File: config.mk
export PLATFORM = sky130hd
export DESIGN_NAME = block_bit_rotate_cipher_unit_flat
export DESIGN_NICKNAME = d
export VERILOG_FILES = /design/src/rtl/bbr_pkg.sv /design/src/rtl/bbr_in_if.sv /design/src/rtl/bbr_out_if.sv /design/src/rtl/block_bit_rotate_cipher_unit.sv /design/src/flat_wrapper.sv
export SDC_FILE = /design/constraint.sdc
export NUM_CORES = 1
export LEC_CHECK = 0
export ABC_AREA = 1
export BUFFER_PORTS_ARGS = -buffer_cell sky130_fd_sc_hd__buf_2
export CAP_MARGIN = 15
export CORE_UTILIZATION = 30
export CTS_CLUSTER_SIZE = 12
export DETAILED_ROUTE_END_ITERATION = 8
export SETUP_SLACK_MARGIN = 0.5
export SLEW_MARGIN = 20
export SYNTH_ARGS = -nofsm -noshare
export SYNTH_HDL_FRONTEND = slang
export SYNTH_SLANG_ARGS = --single-unit
File: constraint.sdc
create_clock -name clk_i -period 4.88 [get_ports clk_i]
set_clock_uncertainty 0.15 [all_clocks]
set_input_delay 0.732 -clock clk_i [delete_from_list [all_inputs] [get_ports clk_i]]
set_output_delay 0.732 -clock clk_i [all_outputs]
set_load 0.005 [all_outputs]
File: src/rtl/bbr_pkg.sv
// Shared types and constants for the block bit rotate cipher.
// Holds the sequencer control word, its program ROM and the register map.
// Used by the channel interfaces and the top level; depends on nothing.
`default_nettype none

package bbr_pkg;

  // Field widths of the channel payloads and the configuration port.
  localparam int ByteW    = 8;
  localparam int CfgIdxW  = 1;
  localparam int CfgDataW = 7;
  localparam int BitCntW  = 4;
  localparam int EmitCntW = 3;

  // Register map of the configuration port.
  localparam logic [CfgIdxW-1:0] REG_DIRECTION  = 1'd0;
  localparam logic [CfgIdxW-1:0] REG_BLOCK_BITS = 1'd1;

  // Block length after reset.
  localparam logic [CfgDataW-1:0] ResetBlockBits = 7'd4;

  // Datapath operation selected by one control word.
  typedef enum logic [2:0] {
    OP_NOP,
    OP_FETCH,
    OP_SHIFT,
    OP_CLOSE,
    OP_DRAIN
  } op_e;

  // Branch conditions tested after the operation of a step.
  typedef enum logic [2:0] {
    COND_NEVER,
    COND_BLOCK_FULL,
    COND_BITS_LEFT,
    COND_PEND_LEFT,
    COND_EOM_OPEN
  } cond_e;

  // Program addresses.
  typedef enum logic [2:0] {
    STEP_FETCH,
    STEP_SHIFT,
    STEP_CLOSE,
    STEP_DRAIN,
    STEP_FLUSH
  } step_e;

  // One control word: an operation, two prioritized branches and a fall-through.
  typedef struct packed {
    op_e   op;
    cond_e cond_a;
    step_e tgt_a;
    cond_e cond_b;
    step_e tgt_b;
    step_e tgt_else;
  } ucode_t;

  // Program ROM of the sequencer.
  function automatic ucode_t ucode_rom(step_e s);
    ucode_t w;
    case (s)
      STEP_FETCH: w = '{op: OP_FETCH, cond_a: COND_NEVER, tgt_a: STEP_FETCH,
                        cond_b: COND_NEVER, tgt_b: STEP_FETCH, tgt_else: STEP_SHIFT};
      STEP_SHIFT: w = '{op: OP_SHIFT, cond_a: COND_BLOCK_FULL, tgt_a: STEP_CLOSE,
                        cond_b: COND_BITS_LEFT, tgt_b: STEP_SHIFT, tgt_else: STEP_FLUSH};
      STEP_CLOSE: w = '{op: OP_CLOSE, cond_a: COND_NEVER, tgt_a: STEP_CLOSE,
                        cond_b: COND_NEVER, tgt_b: STEP_CLOSE, tgt_else: STEP_DRAIN};
      STEP_DRAIN: w = '{op: OP_DRAIN, cond_a: COND_PEND_LEFT, tgt_a: STEP_DRAIN,
                        cond_b: COND_BITS_LEFT, tgt_b: STEP_SHIFT, tgt_else: STEP_FLUSH};
      STEP_FLUSH: w = '{op: OP_NOP, cond_a: COND_EOM_OPEN, tgt_a: STEP_CLOSE,
                        cond_b: COND_NEVER, tgt_b: STEP_FLUSH, tgt_else: STEP_FETCH};
      default:    w = '{op: OP_NOP, cond_a: COND_NEVER, tgt_a: STEP_FETCH,
                        cond_b: COND_NEVER, tgt_b: STEP_FETCH, tgt_else: STEP_FETCH};
    endcase
    return w;
  endfunction

endpackage

`default_nettype wire

File: src/rtl/bbr_in_if.sv
// Input channel of the block bit rotate cipher: valid/ready plus one message byte.
// Depends on bbr_pkg for the byte width.
`default_nettype none

interface bbr_in_if;
  logic                      valid;
  logic                      ready;
  logic [bbr_pkg::ByteW-1:0] data_byte;
  logic                      end_of_message;

  modport source (output valid, output data_byte, output end_of_message, input ready);
  modport sink   (input valid, input data_byte, input end_of_message, output ready);
endinterface

`default_nettype wire

File: src/rtl/bbr_out_if.sv
// Output channel of the block bit rotate cipher: valid/ready plus one result byte.
// Depends on bbr_pkg for the byte width.
`default_nettype none

interface bbr_out_if;
  logic                      valid;
  logic                      ready;
  logic [bbr_pkg::ByteW-1:0] out_byte;
  logic                      out_last;

  modport source (output valid, output out_byte, output out_last, input ready);
  modport sink   (input valid, input out_byte, input out_last, output ready);
endinterface

`default_nettype wire

File: src/rtl/block_bit_rotate_cipher_unit.sv
// Block bit rotate cipher: microcoded sequencer over a bit-serial gather path.
// Depends on bbr_pkg, bbr_in_if and bbr_out_if.
//
// Usage: message bytes arrive on in_i, bit 7 first in stream order, with
// end_of_message on the final byte. The bit stream is cut into blocks of
// block_bits bits, each block is rotated by one bit (right to encrypt, left
// to decrypt) and the stream is repacked into bytes on out_o, the final byte
// of a message carrying out_last. Configuration is written through
// cfg_we_i/cfg_idx_i/cfg_data_i between messages or while the block is idle.
// Steps: each word passes through the fetch step, the shift step once per bit
// (one bit a cycle) and the flush step; every block it completes adds the
// close step plus one drain step for each output byte that receives bits of
// the block. The bit-serial shift step sets the floor on the time per word.
// A closed block reaches out_o through the drain step and the output register.
// The output register frees the datapath as soon as it is loaded, so the
// next byte is prepared while the receiver stalls; the drain step holds only
// when a new byte is complete and the output register is still occupied.
// Reset clears all counters, the open block and the registers (encrypt,
// block length 4); the block is ready for input on the first cycle after it.
`default_nettype none

module block_bit_rotate_cipher_unit #(
  parameter int MAX_BLOCK_BITS = 64
) (
  input  wire logic                            clk_i,
  input  wire logic                            rst_ni,
  input  wire logic                            cfg_we_i,
  input  wire logic [bbr_pkg::CfgIdxW-1:0]     cfg_idx_i,
  input  wire logic [bbr_pkg::CfgDataW-1:0]    cfg_data_i,
  bbr_in_if.sink                               in_i,
  bbr_out_if.source                            out_o
);

  localparam int PW = (MAX_BLOCK_BITS < bbr_pkg::ByteW) ? bbr_pkg::ByteW : MAX_BLOCK_BITS;
  localparam int CW = $clog2(MAX_BLOCK_BITS + 1);
  localparam int SW = $clog2(PW + 1);
  localparam logic [bbr_pkg::CfgDataW-1:0] MaxLen = bbr_pkg::CfgDataW'(MAX_BLOCK_BITS);

  // Configuration registers.
  logic                         direction_q;
  logic [bbr_pkg::CfgDataW-1:0] block_bits_q;

  // Sequencer and datapath registers.
  bbr_pkg::step_e                step_q, step_d;
  logic [bbr_pkg::ByteW-1:0]     shift_q, shift_d;
  logic [bbr_pkg::BitCntW-1:0]   bit_cnt_q, bit_cnt_d;
  logic                          eom_q, eom_d;
  logic [MAX_BLOCK_BITS-1:0]     gather_q, gather_d;
  logic [CW-1:0]                 gather_cnt_q, gather_cnt_d;
  logic [PW-1:0]                 pend_q, pend_d;
  logic [CW-1:0]                 pend_cnt_q, pend_cnt_d;
  logic [bbr_pkg::ByteW-1:0]     emit_q, emit_d;
  logic [bbr_pkg::EmitCntW-1:0]  emit_cnt_q, emit_cnt_d;
  logic [bbr_pkg::ByteW-1:0]     out_byte_q, out_byte_d;
  logic                          out_last_q, out_last_d;
  logic                          out_valid_q, out_valid_d;

  // Decode and datapath helpers.
  bbr_pkg::ucode_t               uw;
  logic                          op_done;
  logic [CW-1:0]                 eff_len;
  logic [CW-1:0]                 gather_inc;
  logic                          block_full;
  logic [SW-1:0]                 align_sh;
  logic [PW-1:0]                 va, win, rot_enc, rot_dec, rot;
  logic [bbr_pkg::BitCntW-1:0]   room, take_k, fill;
  logic [bbr_pkg::ByteW-1:0]     top8, take, merged;
  logic                          byte_done, out_free, drain_stall;
  logic [CW-1:0]                 pend_left;
  logic                          cond_a_hit, cond_b_hit;

  // Configuration writes.
  always_ff @(posedge clk_i or negedge rst_ni) begin
    if (!rst_ni) begin
      direction_q  <= 1'b0;
      block_bits_q <= bbr_pkg::ResetBlockBits;
    end else if (cfg_we_i) begin
      unique case (cfg_idx_i)
        bbr_pkg::REG_DIRECTION:  direction_q  <= cfg_data_i[0];
        bbr_pkg::REG_BLOCK_BITS: block_bits_q <= cfg_data_i;
        default: ;
      endcase
    end
  end

  // Control word of the current step.
  assign uw = bbr_pkg::ucode_rom(step_q);

  // Effective block length: zero counts as one, larger values saturate.
  always_comb begin
    if (block_bits_q == '0) begin
      eff_len = CW'(1);
    end else if (block_bits_q > MaxLen) begin
      eff_len = CW'(MAX_BLOCK_BITS);
    end else begin
      eff_len = CW'(block_bits_q);
    end
  end

  assign gather_inc = gather_cnt_q + CW'(1);
  assign block_full = (gather_inc >= eff_len);

  // Rotation of the open block, left aligned so the first stream bit is the MSB.
  assign align_sh = SW'(PW) - SW'(gather_cnt_q);
  assign va       = PW'(gather_q) << align_sh;
  assign win      = {PW{1'b1}} << align_sh;
  assign rot_enc  = ((va >> 1) & win) | {gather_q[0], {(PW-1){1'b0}}};
  assign rot_dec  = (va << 1) | (PW'(va[PW-1]) << align_sh);
  assign rot      = direction_q ? rot_dec : rot_enc;

  // Drain: move as many pending bits as fit into the partial output byte.
  assign room      = 4'(bbr_pkg::ByteW) - 4'(emit_cnt_q);
  assign take_k    = (8'(pend_cnt_q) < 8'(room)) ? 4'(pend_cnt_q) : room;
  assign top8      = pend_q[PW-1 -: bbr_pkg::ByteW];
  assign take      = top8 >> (4'(bbr_pkg::ByteW) - take_k);
  assign merged    = (emit_q << take_k) | take;
  assign fill      = 4'(emit_cnt_q) + take_k;
  assign byte_done = (fill == 4'(bbr_pkg::ByteW));
  assign pend_left = pend_cnt_q - CW'(take_k);
  assign out_free  = !out_valid_q || out_o.ready;
  assign drain_stall = byte_done && !out_free;

  // Input handshake is open only in the fetch step.
  assign in_i.ready = (uw.op == bbr_pkg::OP_FETCH);

  // Datapath controls driven by the current control word.
  always_comb begin
    op_done      = 1'b1;
    shift_d      = shift_q;
    bit_cnt_d    = bit_cnt_q;
    eom_d        = eom_q;
    gather_d     = gather_q;
    gather_cnt_d = gather_cnt_q;
    pend_d       = pend_q;
    pend_cnt_d   = pend_cnt_q;
    emit_d       = emit_q;
    emit_cnt_d   = emit_cnt_q;
    out_byte_d   = out_byte_q;
    out_last_d   = out_last_q;
    out_valid_d  = out_valid_q && !out_o.ready;
    unique case (uw.op)
      bbr_pkg::OP_FETCH: begin
        if (in_i.valid) begin
          shift_d   = in_i.data_byte;
          eom_d     = in_i.end_of_message;
          bit_cnt_d = 4'(bbr_pkg::ByteW);
        end else begin
          op_done = 1'b0;
        end
      end
      bbr_pkg::OP_SHIFT: begin
        gather_d     = {gather_q[MAX_BLOCK_BITS-2:0], shift_q[bbr_pkg::ByteW-1]};
        shift_d      = shift_q << 1;
        gather_cnt_d = gather_inc;
        bit_cnt_d    = bit_cnt_q - 4'd1;
      end
      bbr_pkg::OP_CLOSE: begin
        pend_d       = rot;
        pend_cnt_d   = gather_cnt_q;
        gather_d     = '0;
        gather_cnt_d = '0;
      end
      bbr_pkg::OP_DRAIN: begin
        if (drain_stall) begin
          op_done = 1'b0;
        end else begin
          pend_d     = pend_q << take_k;
          pend_cnt_d = pend_left;
          if (byte_done) begin
            emit_d      = '0;
            emit_cnt_d  = '0;
            out_byte_d  = merged;
            out_last_d  = eom_q && (bit_cnt_q == '0) && (gather_cnt_q == '0) &&
                          (pend_left == '0);
            out_valid_d = 1'b1;
          end else begin
            emit_d     = merged;
            emit_cnt_d = 3'(fill);
          end
        end
      end
      default: ;
    endcase
  end

  // Branch condition evaluation.
  function automatic logic cond_eval(bbr_pkg::cond_e c, logic full,
                                     logic bits_left, logic pend_open, logic eom_open);
    logic r;
    case (c)
      bbr_pkg::COND_BLOCK_FULL: r = full;
      bbr_pkg::COND_BITS_LEFT:  r = bits_left;
      bbr_pkg::COND_PEND_LEFT:  r = pend_open;
      bbr_pkg::COND_EOM_OPEN:   r = eom_open;
      default:                  r = 1'b0;
    endcase
    return r;
  endfunction

  // Next step of the sequencer.
  always_comb begin
    cond_a_hit = cond_eval(uw.cond_a, block_full, bit_cnt_d != '0, pend_cnt_d != '0,
                           eom_q && (gather_cnt_q != '0));
    cond_b_hit = cond_eval(uw.cond_b, block_full, bit_cnt_d != '0, pend_cnt_d != '0,
                           eom_q && (gather_cnt_q != '0));
    if (!op_done) begin
      step_d = step_q;
    end else if (cond_a_hit) begin
      step_d = uw.tgt_a;
    end else if (cond_b_hit) begin
      step_d = uw.tgt_b;
    end else begin
      step_d = uw.tgt_else;
    end
  end

  // Control and state registers.
  always_ff @(posedge clk_i or negedge rst_ni) begin
    if (!rst_ni) begin
      step_q       <= bbr_pkg::STEP_FETCH;
      bit_cnt_q    <= '0;
      eom_q        <= 1'b0;
      gather_q     <= '0;
      gather_cnt_q <= '0;
      pend_cnt_q   <= '0;
      emit_q       <= '0;
      emit_cnt_q   <= '0;
      out_valid_q  <= 1'b0;
    end else begin
      step_q       <= step_d;
      bit_cnt_q    <= bit_cnt_d;
      eom_q        <= eom_d;
      gather_q     <= gather_d;
      gather_cnt_q <= gather_cnt_d;
      pend_cnt_q   <= pend_cnt_d;
      emit_q       <= emit_d;
      emit_cnt_q   <= emit_cnt_d;
      out_valid_q  <= out_valid_d;
    end
  end

  // Payload registers.
  always_ff @(posedge clk_i) begin
    shift_q    <= shift_d;
    pend_q     <= pend_d;
    out_byte_q <= out_byte_d;
    out_last_q <= out_last_d;
  end

  assign out_o.valid    = out_valid_q;
  assign out_o.out_byte = out_byte_q;
  assign out_o.out_last = out_last_q;

  // Between words the open block is shorter than the longest block.
  assert property (@(posedge clk_i) disable iff (!rst_ni)
    (step_q == bbr_pkg::STEP_FETCH) |-> (gather_cnt_q < CW'(MAX_BLOCK_BITS)))
    else $error("open block too long between words");

  // Whole bytes in: held bits always total a multiple of eight between words.
  assert property (@(posedge clk_i) disable iff (!rst_ni)
    (step_q == bbr_pkg::STEP_FETCH) |->
      ((3'(gather_cnt_q) + emit_cnt_q) == 3'd0) && (pend_cnt_q == '0))
    else $error("held bit count not byte aligned between words");

  // The last byte leaves nothing behind and hands over to the flush step.
  assert property (@(posedge clk_i) disable iff (!rst_ni)
    (uw.op == bbr_pkg::OP_DRAIN && !drain_stall && byte_done && out_last_d) |=>
      (step_q == bbr_pkg::STEP_FLUSH) && (gather_cnt_q == '0) && (emit_cnt_q == '0))
    else $error("last byte sent with bits still held");

endmodule

`default_nettype wire
File: src/flat_wrapper.sv
// flat-port wrapper written by rule: the top's interface ports become plain ports
module block_bit_rotate_cipher_unit_flat 
#(
  parameter int MAX_BLOCK_BITS = 64
)
  (clk_i, rst_ni, cfg_we_i, cfg_idx_i, cfg_data_i, in_i_valid, in_i_data_byte, in_i_end_of_message, in_i_ready, out_o_valid, out_o_out_byte, out_o_out_last, out_o_ready);
  bbr_in_if in_i_i ();
  bbr_out_if out_o_i ();
  input  wire logic clk_i;
  input  wire logic rst_ni;
  input  wire logic cfg_we_i;
  input  wire logic [bbr_pkg::CfgIdxW-1:0] cfg_idx_i;
  input  wire logic [bbr_pkg::CfgDataW-1:0] cfg_data_i;
  input wire logic [$bits(in_i_i.valid)-1:0] in_i_valid;
  input wire logic [$bits(in_i_i.data_byte)-1:0] in_i_data_byte;
  input wire logic [$bits(in_i_i.end_of_message)-1:0] in_i_end_of_message;
  output wire logic [$bits(in_i_i.ready)-1:0] in_i_ready;
  output wire logic [$bits(out_o_i.valid)-1:0] out_o_valid;
  output wire logic [$bits(out_o_i.out_byte)-1:0] out_o_out_byte;
  output wire logic [$bits(out_o_i.out_last)-1:0] out_o_out_last;
  input wire logic [$bits(out_o_i.ready)-1:0] out_o_ready;
  assign in_i_i.valid = in_i_valid;
  assign in_i_i.data_byte = in_i_data_byte;
  assign in_i_i.end_of_message = in_i_end_of_message;
  assign in_i_ready = in_i_i.ready;
  assign out_o_valid = out_o_i.valid;
  assign out_o_out_byte = out_o_i.out_byte;
  assign out_o_out_last = out_o_i.out_last;
  assign out_o_i.ready = out_o_ready;
  block_bit_rotate_cipher_unit #(.MAX_BLOCK_BITS(MAX_BLOCK_BITS)) u_core (.clk_i(clk_i), .rst_ni(rst_ni), .cfg_we_i(cfg_we_i), .cfg_idx_i(cfg_idx_i), .cfg_data_i(cfg_data_i), .in_i(in_i_i), .out_o(out_o_i));
endmodule
==> results of run 1 <==
==> cells in the final DEF (no fill, tap or decap), drive strengths merged, types with 26 or more instances in the layout <==
cell / count
buf: 93
nand3: 88
dfrtp: 105
a21oi: 59
nand2: 734
o21ai: 319
o221ai: 26
mux2i: 158
o22ai: 104
inv: 245
edfxtp: 81
nor2: 117
==> final timing paths <==
| check | end | startpoint | cells after the start |
|---|---|---|---|
| worst max register to register | u_core.pend_q[60] | u_core.gather_cnt_q[0] | 14 |
| worst min-delay path | u_core.gather_q[39] | rst_ni | 1 |
| worst max-delay path | u_core.pend_q[60] | u_core.gather_cnt_q[0] | 14 |
| min in group clk_i | u_core.out_o.valid | out_o_ready | 2 |
| max in group asynchronous | u_core.gather_cnt_q[0] | rst_ni | 2 |
| worst min register to register | u_core.gather_q[0] | u_core.shift_q[7] | 2 |
==> through the flow <==
stage | cell area (um2) | hold slack [ps] | util (%) | std cells
6_report | 17900 | 204 | 33.2 | 3030
5_1_grt | 17900 | 261 | 33.2 | 3030
4_1_cts | 17900 | 226 | 33.2 | 3028
3_5_place_dp | 17300 | 319 | 32.1 | 2996
3_3_place_gp | 17300 | 321 | 32.1 | 2996
2_1_floorplan | 16400 | 280 | - | 2348
==> cells in the mapped netlist (3+ instances only) <==
library cell                 n
sky130_fd_sc_hd__edfxtp_1   81
sky130_fd_sc_hd__o21bai_1    7
sky130_fd_sc_hd__a32o_1      3
sky130_fd_sc_hd__a21oi_1    59
sky130_fd_sc_hd__inv_1     218
sky130_fd_sc_hd__nand2_4     5
sky130_fd_sc_hd__nand2_1   719
sky130_fd_sc_hd__nand3_1    84
sky130_fd_sc_hd__mux2i_1   158
sky130_fd_sc_hd__o21a_1     13
sky130_fd_sc_hd__o221ai_1   26
sky130_fd_sc_hd__o21ai_2    11
sky130_fd_sc_hd__buf_2      44
sky130_fd_sc_hd__inv_2      17
sky130_fd_sc_hd__a31oi_1     8
sky130_fd_sc_hd__buf_4      11
sky130_fd_sc_hd__nand4_1    12
sky130_fd_sc_hd__or2_2       8
sky130_fd_sc_hd__buf_1      17
sky130_fd_sc_hd__nor2_2     11
sky130_fd_sc_hd__mux2_2      6
sky130_fd_sc_hd__dfrtp_1   105
sky130_fd_sc_hd__nor2_1    100
sky130_fd_sc_hd__ha_1       23
sky130_fd_sc_hd__nand2_2    10
sky130_fd_sc_hd__o22ai_1   104
sky130_fd_sc_hd__clkbuf_1   58
sky130_fd_sc_hd__clkinv_1    5
sky130_fd_sc_hd__o21ai_1    64
sky130_fd_sc_hd__xor2_1      6
sky130_fd_sc_hd__a22oi_1     6
sky130_fd_sc_hd__o211ai_1   20
sky130_fd_sc_hd__o21ai_0   242
sky130_fd_sc_hd__nor2_4      5
sky130_fd_sc_hd__nand3_2     4
sky130_fd_sc_hd__buf_6       8
sky130_fd_sc_hd__nor3_1     20
sky130_fd_sc_hd__a22o_1      4
sky130_fd_sc_hd__o31ai_1     8
==> cell type report <==
| class | instances | area (um2) | share of cell area [%] |
|---|---|---|---|
| multi-input combinational | 1781 | 9730 | 54.3 |
| inverter | 241 | 907 | 5.06 |
| clock buffer | 18 | 439 | 2.45 |
| clock inverter | 14 | 159 | 0.887 |
| timing repair buffer | 93 | 712 | 3.97 |
| sequential | 187 | 5090 | 28.4 |
| tap | 696 | 871 | 4.86 |
==> worst max-delay path, cell delays in order (launching register included) <==
cell,delay [ps]
sky130_fd_sc_hd__dfrtp_4,500
sky130_fd_sc_hd__inv_2,70
sky130_fd_sc_hd__ha_2,180
sky130_fd_sc_hd__inv_1,60
sky130_fd_sc_hd__ha_1,300
sky130_fd_sc_hd__buf_4,280
sky130_fd_sc_hd__buf_4,360
sky130_fd_sc_hd__mux2i_1,200
sky130_fd_sc_hd__o21ai_0,350
sky130_fd_sc_hd__inv_1,180
sky130_fd_sc_hd__o21ai_0,450
sky130_fd_sc_hd__o221ai_1,310
sky130_fd_sc_hd__a21oi_1,250
sky130_fd_sc_hd__o21a_1,200
sky130_fd_sc_hd__nor2_1,60
==> flip-flops by register name, summed over array words and instances (netlist names), 3 cells and up <==
signal,cells
u_core.block_bits_q,7
u_core.pend_cnt_q,7
u_core.gather_q,64
u_core.shift_q,8
u_core.step_q,3
u_core.emit_cnt_q,3
u_core.gather_cnt_q,7
u_core.bit_cnt_q,4
u_core.out_o.out_byte,8
u_core.emit_q,8
u_core.pend_q,64
==> timing repair <==
action,in CTS,in global routing
setup endpoints to repair,0,83
setup buffers,0,2
resized for setup,0,3
==> per-layer routing <==
layer | global-route usage, % | vias up | routed length (um)
met5 | 0 | - | 24
met4 | 7.86 | 4 | 1750
met1 | 29.3 | 7863 | 26700
met3 | 4.64 | 95 | 4600
li1 | - | 7929 | -
met2 | 34.2 | 638 | 27300
==> cells by family after synthesis <==
kind of cell | share of synthesized area (%)
AND/OR/NAND/NOR | 25.2
AO/OA/AOI/OAI | 21.4
buffers and inverters | 9.75
flip-flops | 31.1
multiplexers | 10.1
adder cells (fa/ha/maj) | 1.76
XOR/XNOR | 0.695
==> insert_results.sql, run 1 <==
INSERT INTO impl_metrics (metric_group, metric, value, unit) VALUES
('yosys', 'count_of_mapped_cells_out_of_synthesis', '2348', ''),
('global_route', 'grt_start_max_net_pins', '133', ''),
('clock_network', 'ctsHoldBuffers', '0', ''),
('clock_network', 'clk_pin_slew', '70', 'ps'),
('floorplanning', 'num_io_pins', '33', ''),
('global_route', 'grt_pass1_vias', '15800', ''),
('cells_and_area', 'layout_overhead_on_the_synthesized_area', '9.37', '%'),
('clock_network', 'cts_tree', 'yes', ''),
('drt', 'drt_first_iter_violations', '1686', ''),
('drt', 'ant_nets', '0', ''),
('drt', 'route.detailed.wl_per_inst', '19.9', 'um'),
('sta', 'relSlewSlack', '39.3', '%'),
('setup_path', 'critical_path.endpoint_type', 'flip-flop', ''),
('yosys', 'synth_edf_count', '81', ''),
('yosys', 'post_synth_instance_area', '0.0164', 'mm2'),
('clock_network', 'clk-insertion-delay-late', '500', 'ps'),
('global_route', 'grt_antenna_before_repair', '2', ''),
('sta', 'grt_setup_unrepaired', 'false', ''),
('yosys', 'synth_largest_type_area_fraction', '16.5', '%'),
('setup_path', 'worstSetupStartpointType', 'flip-flop', ''),
('sta', 'layout_setup_ws', '713', 'ps'),
('sta', 'report.final.slew_viol_count', '0', ''),
('place', 'dp_worst_setup_slack', '705', 'ps'),
('clock_network', 'clock_tree.buffer_depth', '2', ''),
('sta', 'worst_pin_slew', '910', 'ps'),
('setup_path', 'worstPathArrival', '4270', 'ps'),
('floorplanning', 'floorplan.rows', '85', ''),
('yosys', 'synth.yosys.seq_area_share', '31.1', '%'),
('drt', 'wirelength', '60400', 'um'),
('drt', 'firstDrtPassIters', '6', ''),
('cells_and_area', 'antenna_cells', '0', ''),
('floorplanning', 'chip_width', '236', 'um'),
('global_route', 'grt_pass1_wl', '93400', 'um'),
('yosys', 'net_count_of_the_mapped_netlist', '2393', ''),
('setup_path', 'worstSetupPathType', 'reg -> reg', ''),
('yosys', 'cell_type_contributing_the_most_total_cell_area_after_synthesis', 'sky130_fd_sc_hd__nand2_1', ''),
('floorplanning', 'initial_core_util', '30.4', '%'),
('yosys', 'synth.ff_latch_count', '187', ''),
('sta', 'fmax', '240', 'MHz'),
('setup_path', 'data_required_critical_path', '4980', 'ps'),
('floorplanning', 'core', '0.0539', 'mm2'),
('yosys', 'asyncSetResetFlopFracSynth', '56.7', '%'),
('setup_path', 'ff2ff_setup_slack', '710', 'ps'),
('place', 'gp_congestion', '0.967', ''),
('clock_network', 'cts-buffers-inserted', '17', ''),
('drt', 'routed-via-count', '16500', ''),
('sta', 'setup_viol_count_final', '0', ''),
('global_route', 'gr-total-overflow', '0', ''),
('sta', 'min_period_over_period', '85.4', '%'),
('min_path', 'worstHoldPathType', 'in -> async', ''),
('clock_network', 'cts_sinks', '187', ''),
('floorplanning', 'die-area', '0.0555', 'mm2'),
('yosys', 'yosys.cell_types.count', '68', ''),
('global_route', 'grtUsageTotal', '21.8', '%'),
('cells_and_area', 'fin_nets', '2366', ''),
('drt', 'post_detailed_route_drc_marker_count', '0', ''),
('clock_network', 'ctsHtreeMaxLevel', '4', ''),
('cells_and_area', 'fillerInstances', '5871', ''),
('flow_run', 'max_cap_viols', '0', ''),
('status', 'run_status', 'complete, no violations', ''),
('drt', 'drt-vias-per-instance', '5.46', ''),
('yosys', 'syn_avg_cell_area', '6.97', 'um2'),
('place', 'place.port_buffers', '32', ''),
('sta', 'timing.final.hold_violations', '0', ''),
('cells_and_area', 'drive_above_1_share', '9.64', '%'),
('place', 'hpwlAfterDp', '45600', 'um'),
('sta', 'final.setup.tns', '0', 'ps'),
('floorplanning', 'die_height', '236', 'um'),
('yosys', 'ys_dominant_reg_cell', 'sky130_fd_sc_hd__dfrtp_1', ''),
('setup_path', 'crit_fanout', '29', ''),
('clock_network', 'clock_tree.root_cell', 'sky130_fd_sc_hd__clkbuf_16', ''),
('yosys', 'yosys_warnings', '0', ''),
('yosys', 'largest_cells_by_area_after_synthesis', 'sky130_fd_sc_hd__nand2_1, sky130_fd_sc_hd__dfrtp_1, sky130_fd_sc_hd__edfxtp_1', ''),
('sta', 'period_needed', '4170', 'ps');
Power of run 1 is not shown: default switching activity piles up to over one toggle a cycle in this logic, so the estimate is an artifact.
==> inputs of run 2 (changes only) <==
PLACE_DENSITY_LB_ADDON = 0.25   (was default)
RECOVER_POWER = 50   (was default)
==> run 2 against run 1 <==
Clock-buffer cell count rose by 1. Register-to-register slack better by 70 ps. Critical path depth rose by 1. Non-clock buffer count down 4. Setup slack better by 74 ps. Critical endpoint is now u_core.pend_q[2]. Worst hold slack gained 110 ps. The flow now finishes with violations (max-capacitance violations, max-slew violations).
==> insert_results.sql, run 2 (synthesis results as in run 1) <==
INSERT INTO impl_metrics (metric_group, metric, value, unit) VALUES
('clock_network', 'postCtsSetupRepairBufs', '0', ''),
('drt', 'ant_nets', '0', ''),
('sta', 'fmax', '244', 'MHz'),
('setup_path', 'worstSetupStartpointType', 'flip-flop', ''),
('clock_network', 'ctsHtreeMaxLevel', '4', ''),
('min_path', 'worstHoldPathType', 'in -> reg', ''),
('sta', 'worst_pin_slew', '2790', 'ps'),
('floorplanning', 'initial_core_util', '30.4', '%'),
('setup_path', 'critical_path.n_buffers_inverters', '2', ''),
('drt', 'routed-via-count', '16400', ''),
('setup_path', 'crit_path_top_delay_cell', 'sky130_fd_sc_hd__dfrtp_1', ''),
('global_route', 'grt_pass1_vias', '15900', ''),
('cells_and_area', 'final_cells', '3026', ''),
('sta', 'grt_setup_unrepaired', 'false', ''),
('setup_path', 'critical_path.endpoint_type', 'flip-flop', ''),
('global_route', 'grt_start_max_net_pins', '133', ''),
('sta', 'layout_setup_ws', '786', 'ps'),
('global_route', 'grt_antenna_before_repair', '2', ''),
('setup_path', 'ff2ff_setup_slack', '790', 'ps'),
('sta', 'report.final.slew_viol_count', '129', ''),
('clock_network', 'clk-insertion-delay-late', '480', 'ps'),
('place', 'place_inst', '2993', ''),
('cells_and_area', 'layout_overhead_on_the_synthesized_area', '8.57', '%'),
('global_route', 'grtUsageTotal', '21.5', '%'),
('sta', 'min_period_over_period', '83.9', '%'),
('floorplanning', 'chip_width', '236', 'um'),
('place', 'place.port_buffers', '32', ''),
('floorplanning', 'die_height', '236', 'um'),
('cells_and_area', 'fin_nets', '2362', ''),
('clock_network', 'clock_tree.buffer_depth', '2', ''),
('cells_and_area', 'drive_above_1_share', '8.88', '%'),
('clock_network', 'cts_tree', 'yes', ''),
('setup_path', 'worstSetupPathType', 'reg -> reg', ''),
('clock_network', 'cts-buffers-inserted', '17', ''),
('drt', 'drt_first_iter_violations', '1535', ''),
('drt', 'route.detailed.wl_per_inst', '19.8', 'um'),
('cells_and_area', 'biggestRegsByFlops', 'u_core.gather_q: 64 flops, u_core.pend_q: 64 flops', ''),
('global_route', 'gr-total-overflow', '0', ''),
('drt', 'firstDrtPassIters', '6', ''),
('place', 'dp_worst_setup_slack', '652', 'ps'),
('clock_network', 'cts_sinks', '187', ''),
('drt', 'post_detailed_route_drc_marker_count', '0', ''),
('setup_path', 'critPathMostFrequentCell', 'sky130_fd_sc_hd__ha_1', ''),
('floorplanning', 'floorplan.rows', '85', ''),
('floorplanning', 'num_io_pins', '33', ''),
('sta', 'relSlewSlack', '-85.9', '%'),
('flow_run', 'max_cap_viols', '2', ''),
('floorplanning', 'die-area', '0.0555', 'mm2'),
('setup_path', 'critical_path_s_largest_stage_delay', '410', 'ps'),
('setup_path', 'crit_fanout', '29', ''),
('status', 'run_status', 'finished, violations left', ''),
('sta', 'period_needed', '4090', 'ps'),
('sta', 'timing.final.hold_violations', '0', ''),
('setup_path', 'data_required_critical_path', '4960', 'ps'),
('sta', 'setup_viol_count_final', '0', ''),
('place', 'gp_congestion', '0.987', ''),
('setup_path', 'worstPathArrival', '4170', 'ps'),
('cells_and_area', 'layout_commonest_cell', 'sky130_fd_sc_hd__nand2_1', ''),
('setup_path', 'worst_path_dominant_cell_family', 'simple AND/OR/NAND/NOR gates', ''),
('place', 'hpwlAfterDp', '45300', 'um'),
('cells_and_area', 'antenna_cells', '0', ''),
('clock_network', 'clock_tree.root_cell', 'sky130_fd_sc_hd__clkbuf_16', ''),
('sta', 'final.setup.tns', '0', 'ps'),
('status', 'violations', 'max-capacitance violations, max-slew violations', ''),
('clock_network', 'clk_pin_slew', '80', 'ps'),
('drt', 'drt-vias-per-instance', '5.43', ''),
('drt', 'wirelength', '59800', 'um'),
('cells_and_area', 'top_library_cells_by_usage_in_the_layout_fill_and_taps_aside', 'sky130_fd_sc_hd__nand2_1, sky130_fd_sc_hd__o21ai_0, sky130_fd_sc_hd__inv_1', ''),
('global_route', 'grt_pass1_wl', '93200', 'um'),
('floorplanning', 'core', '0.0539', 'mm2'),
('setup_path', 'timing.critical_path.cells', 'inv_1 -> nand3_1 -> ha_1 -> nor3_4 -> nand2_4 -> nand2_1 -> o21ai_4 -> ha_1 -> ha_1 -> or2_2 -> nor2_4 -> nand3_2 -> nand2_2 -> nand2_4 -> buf_12', '');
==> run 2: changes by cell type in the layout (fill, tap and decap cells not counted), sizes merged <==
cell and change:
dlygate4sd3 +1, clkbuf +15, inv -3, buf -19, clkinvlp -1, bufinv -1, clkinv +4
==> run 2: final cells by class <==
type                       instances  area, um2
clock inverter                    13        114
multi-input combinational       1781       9730
fill                            5908      36100
sequential                       187       5090
timing repair buffer              89        617
tap                              696        871
clock buffer                      19        443
inverter                         241        911
==> run 2: routing by layer <==
layer | part of all wire [%] | GRT usage (%) | up-vias | wire (um)
li1 | - | - | 7919 | -
met5 | 0.030 | 0 | - | 18
met3 | 6.5 | 3.52 | 83 | 3910
met1 | 46 | 30.1 | 7870 | 27700
met2 | 45 | 33.2 | 569 | 26700
met4 | 2.4 | 7.45 | 4 | 1440
==> run 2: path summary, 6_finish.rpt <==
kind                                      start                  end  cells past startpoint
setup / recovery           u_core.emit_cnt_q[2]     u_core.pend_q[2]                     15
hold / removal                      out_o_ready   u_core.out_o.valid                      2
setup reg to reg           u_core.emit_cnt_q[2]     u_core.pend_q[2]                     15
hold reg to reg               u_core.shift_q[7]   u_core.gather_q[0]                      2
max in group asynchronous                rst_ni  u_core.gather_q[22]                      3
min in group asynchronous                rst_ni  u_core.gather_q[60]                      2
==> run 2: timing repair <==
item                                    4_1_cts  5_1_grt
resized for setup                             0        3
hold buffers                                  1        0
endpoints found under the setup margin        0       36
hold endpoints to repair                      6        0
==> run 2: per-stage QoR <==
step | hold WS (ps) | util [%] | instance area (um2)
after global placement | 348 | 32.0 | 17200
after CTS | 283 | 33.0 | 17800
after floorplan | 280 | - | 16400
final | 313 | 33.0 | 17800
after global routing | 308 | 33.0 | 17800
after detailed placement | 355 | 32.0 | 17200
Power of run 2 is left out for the same reason.
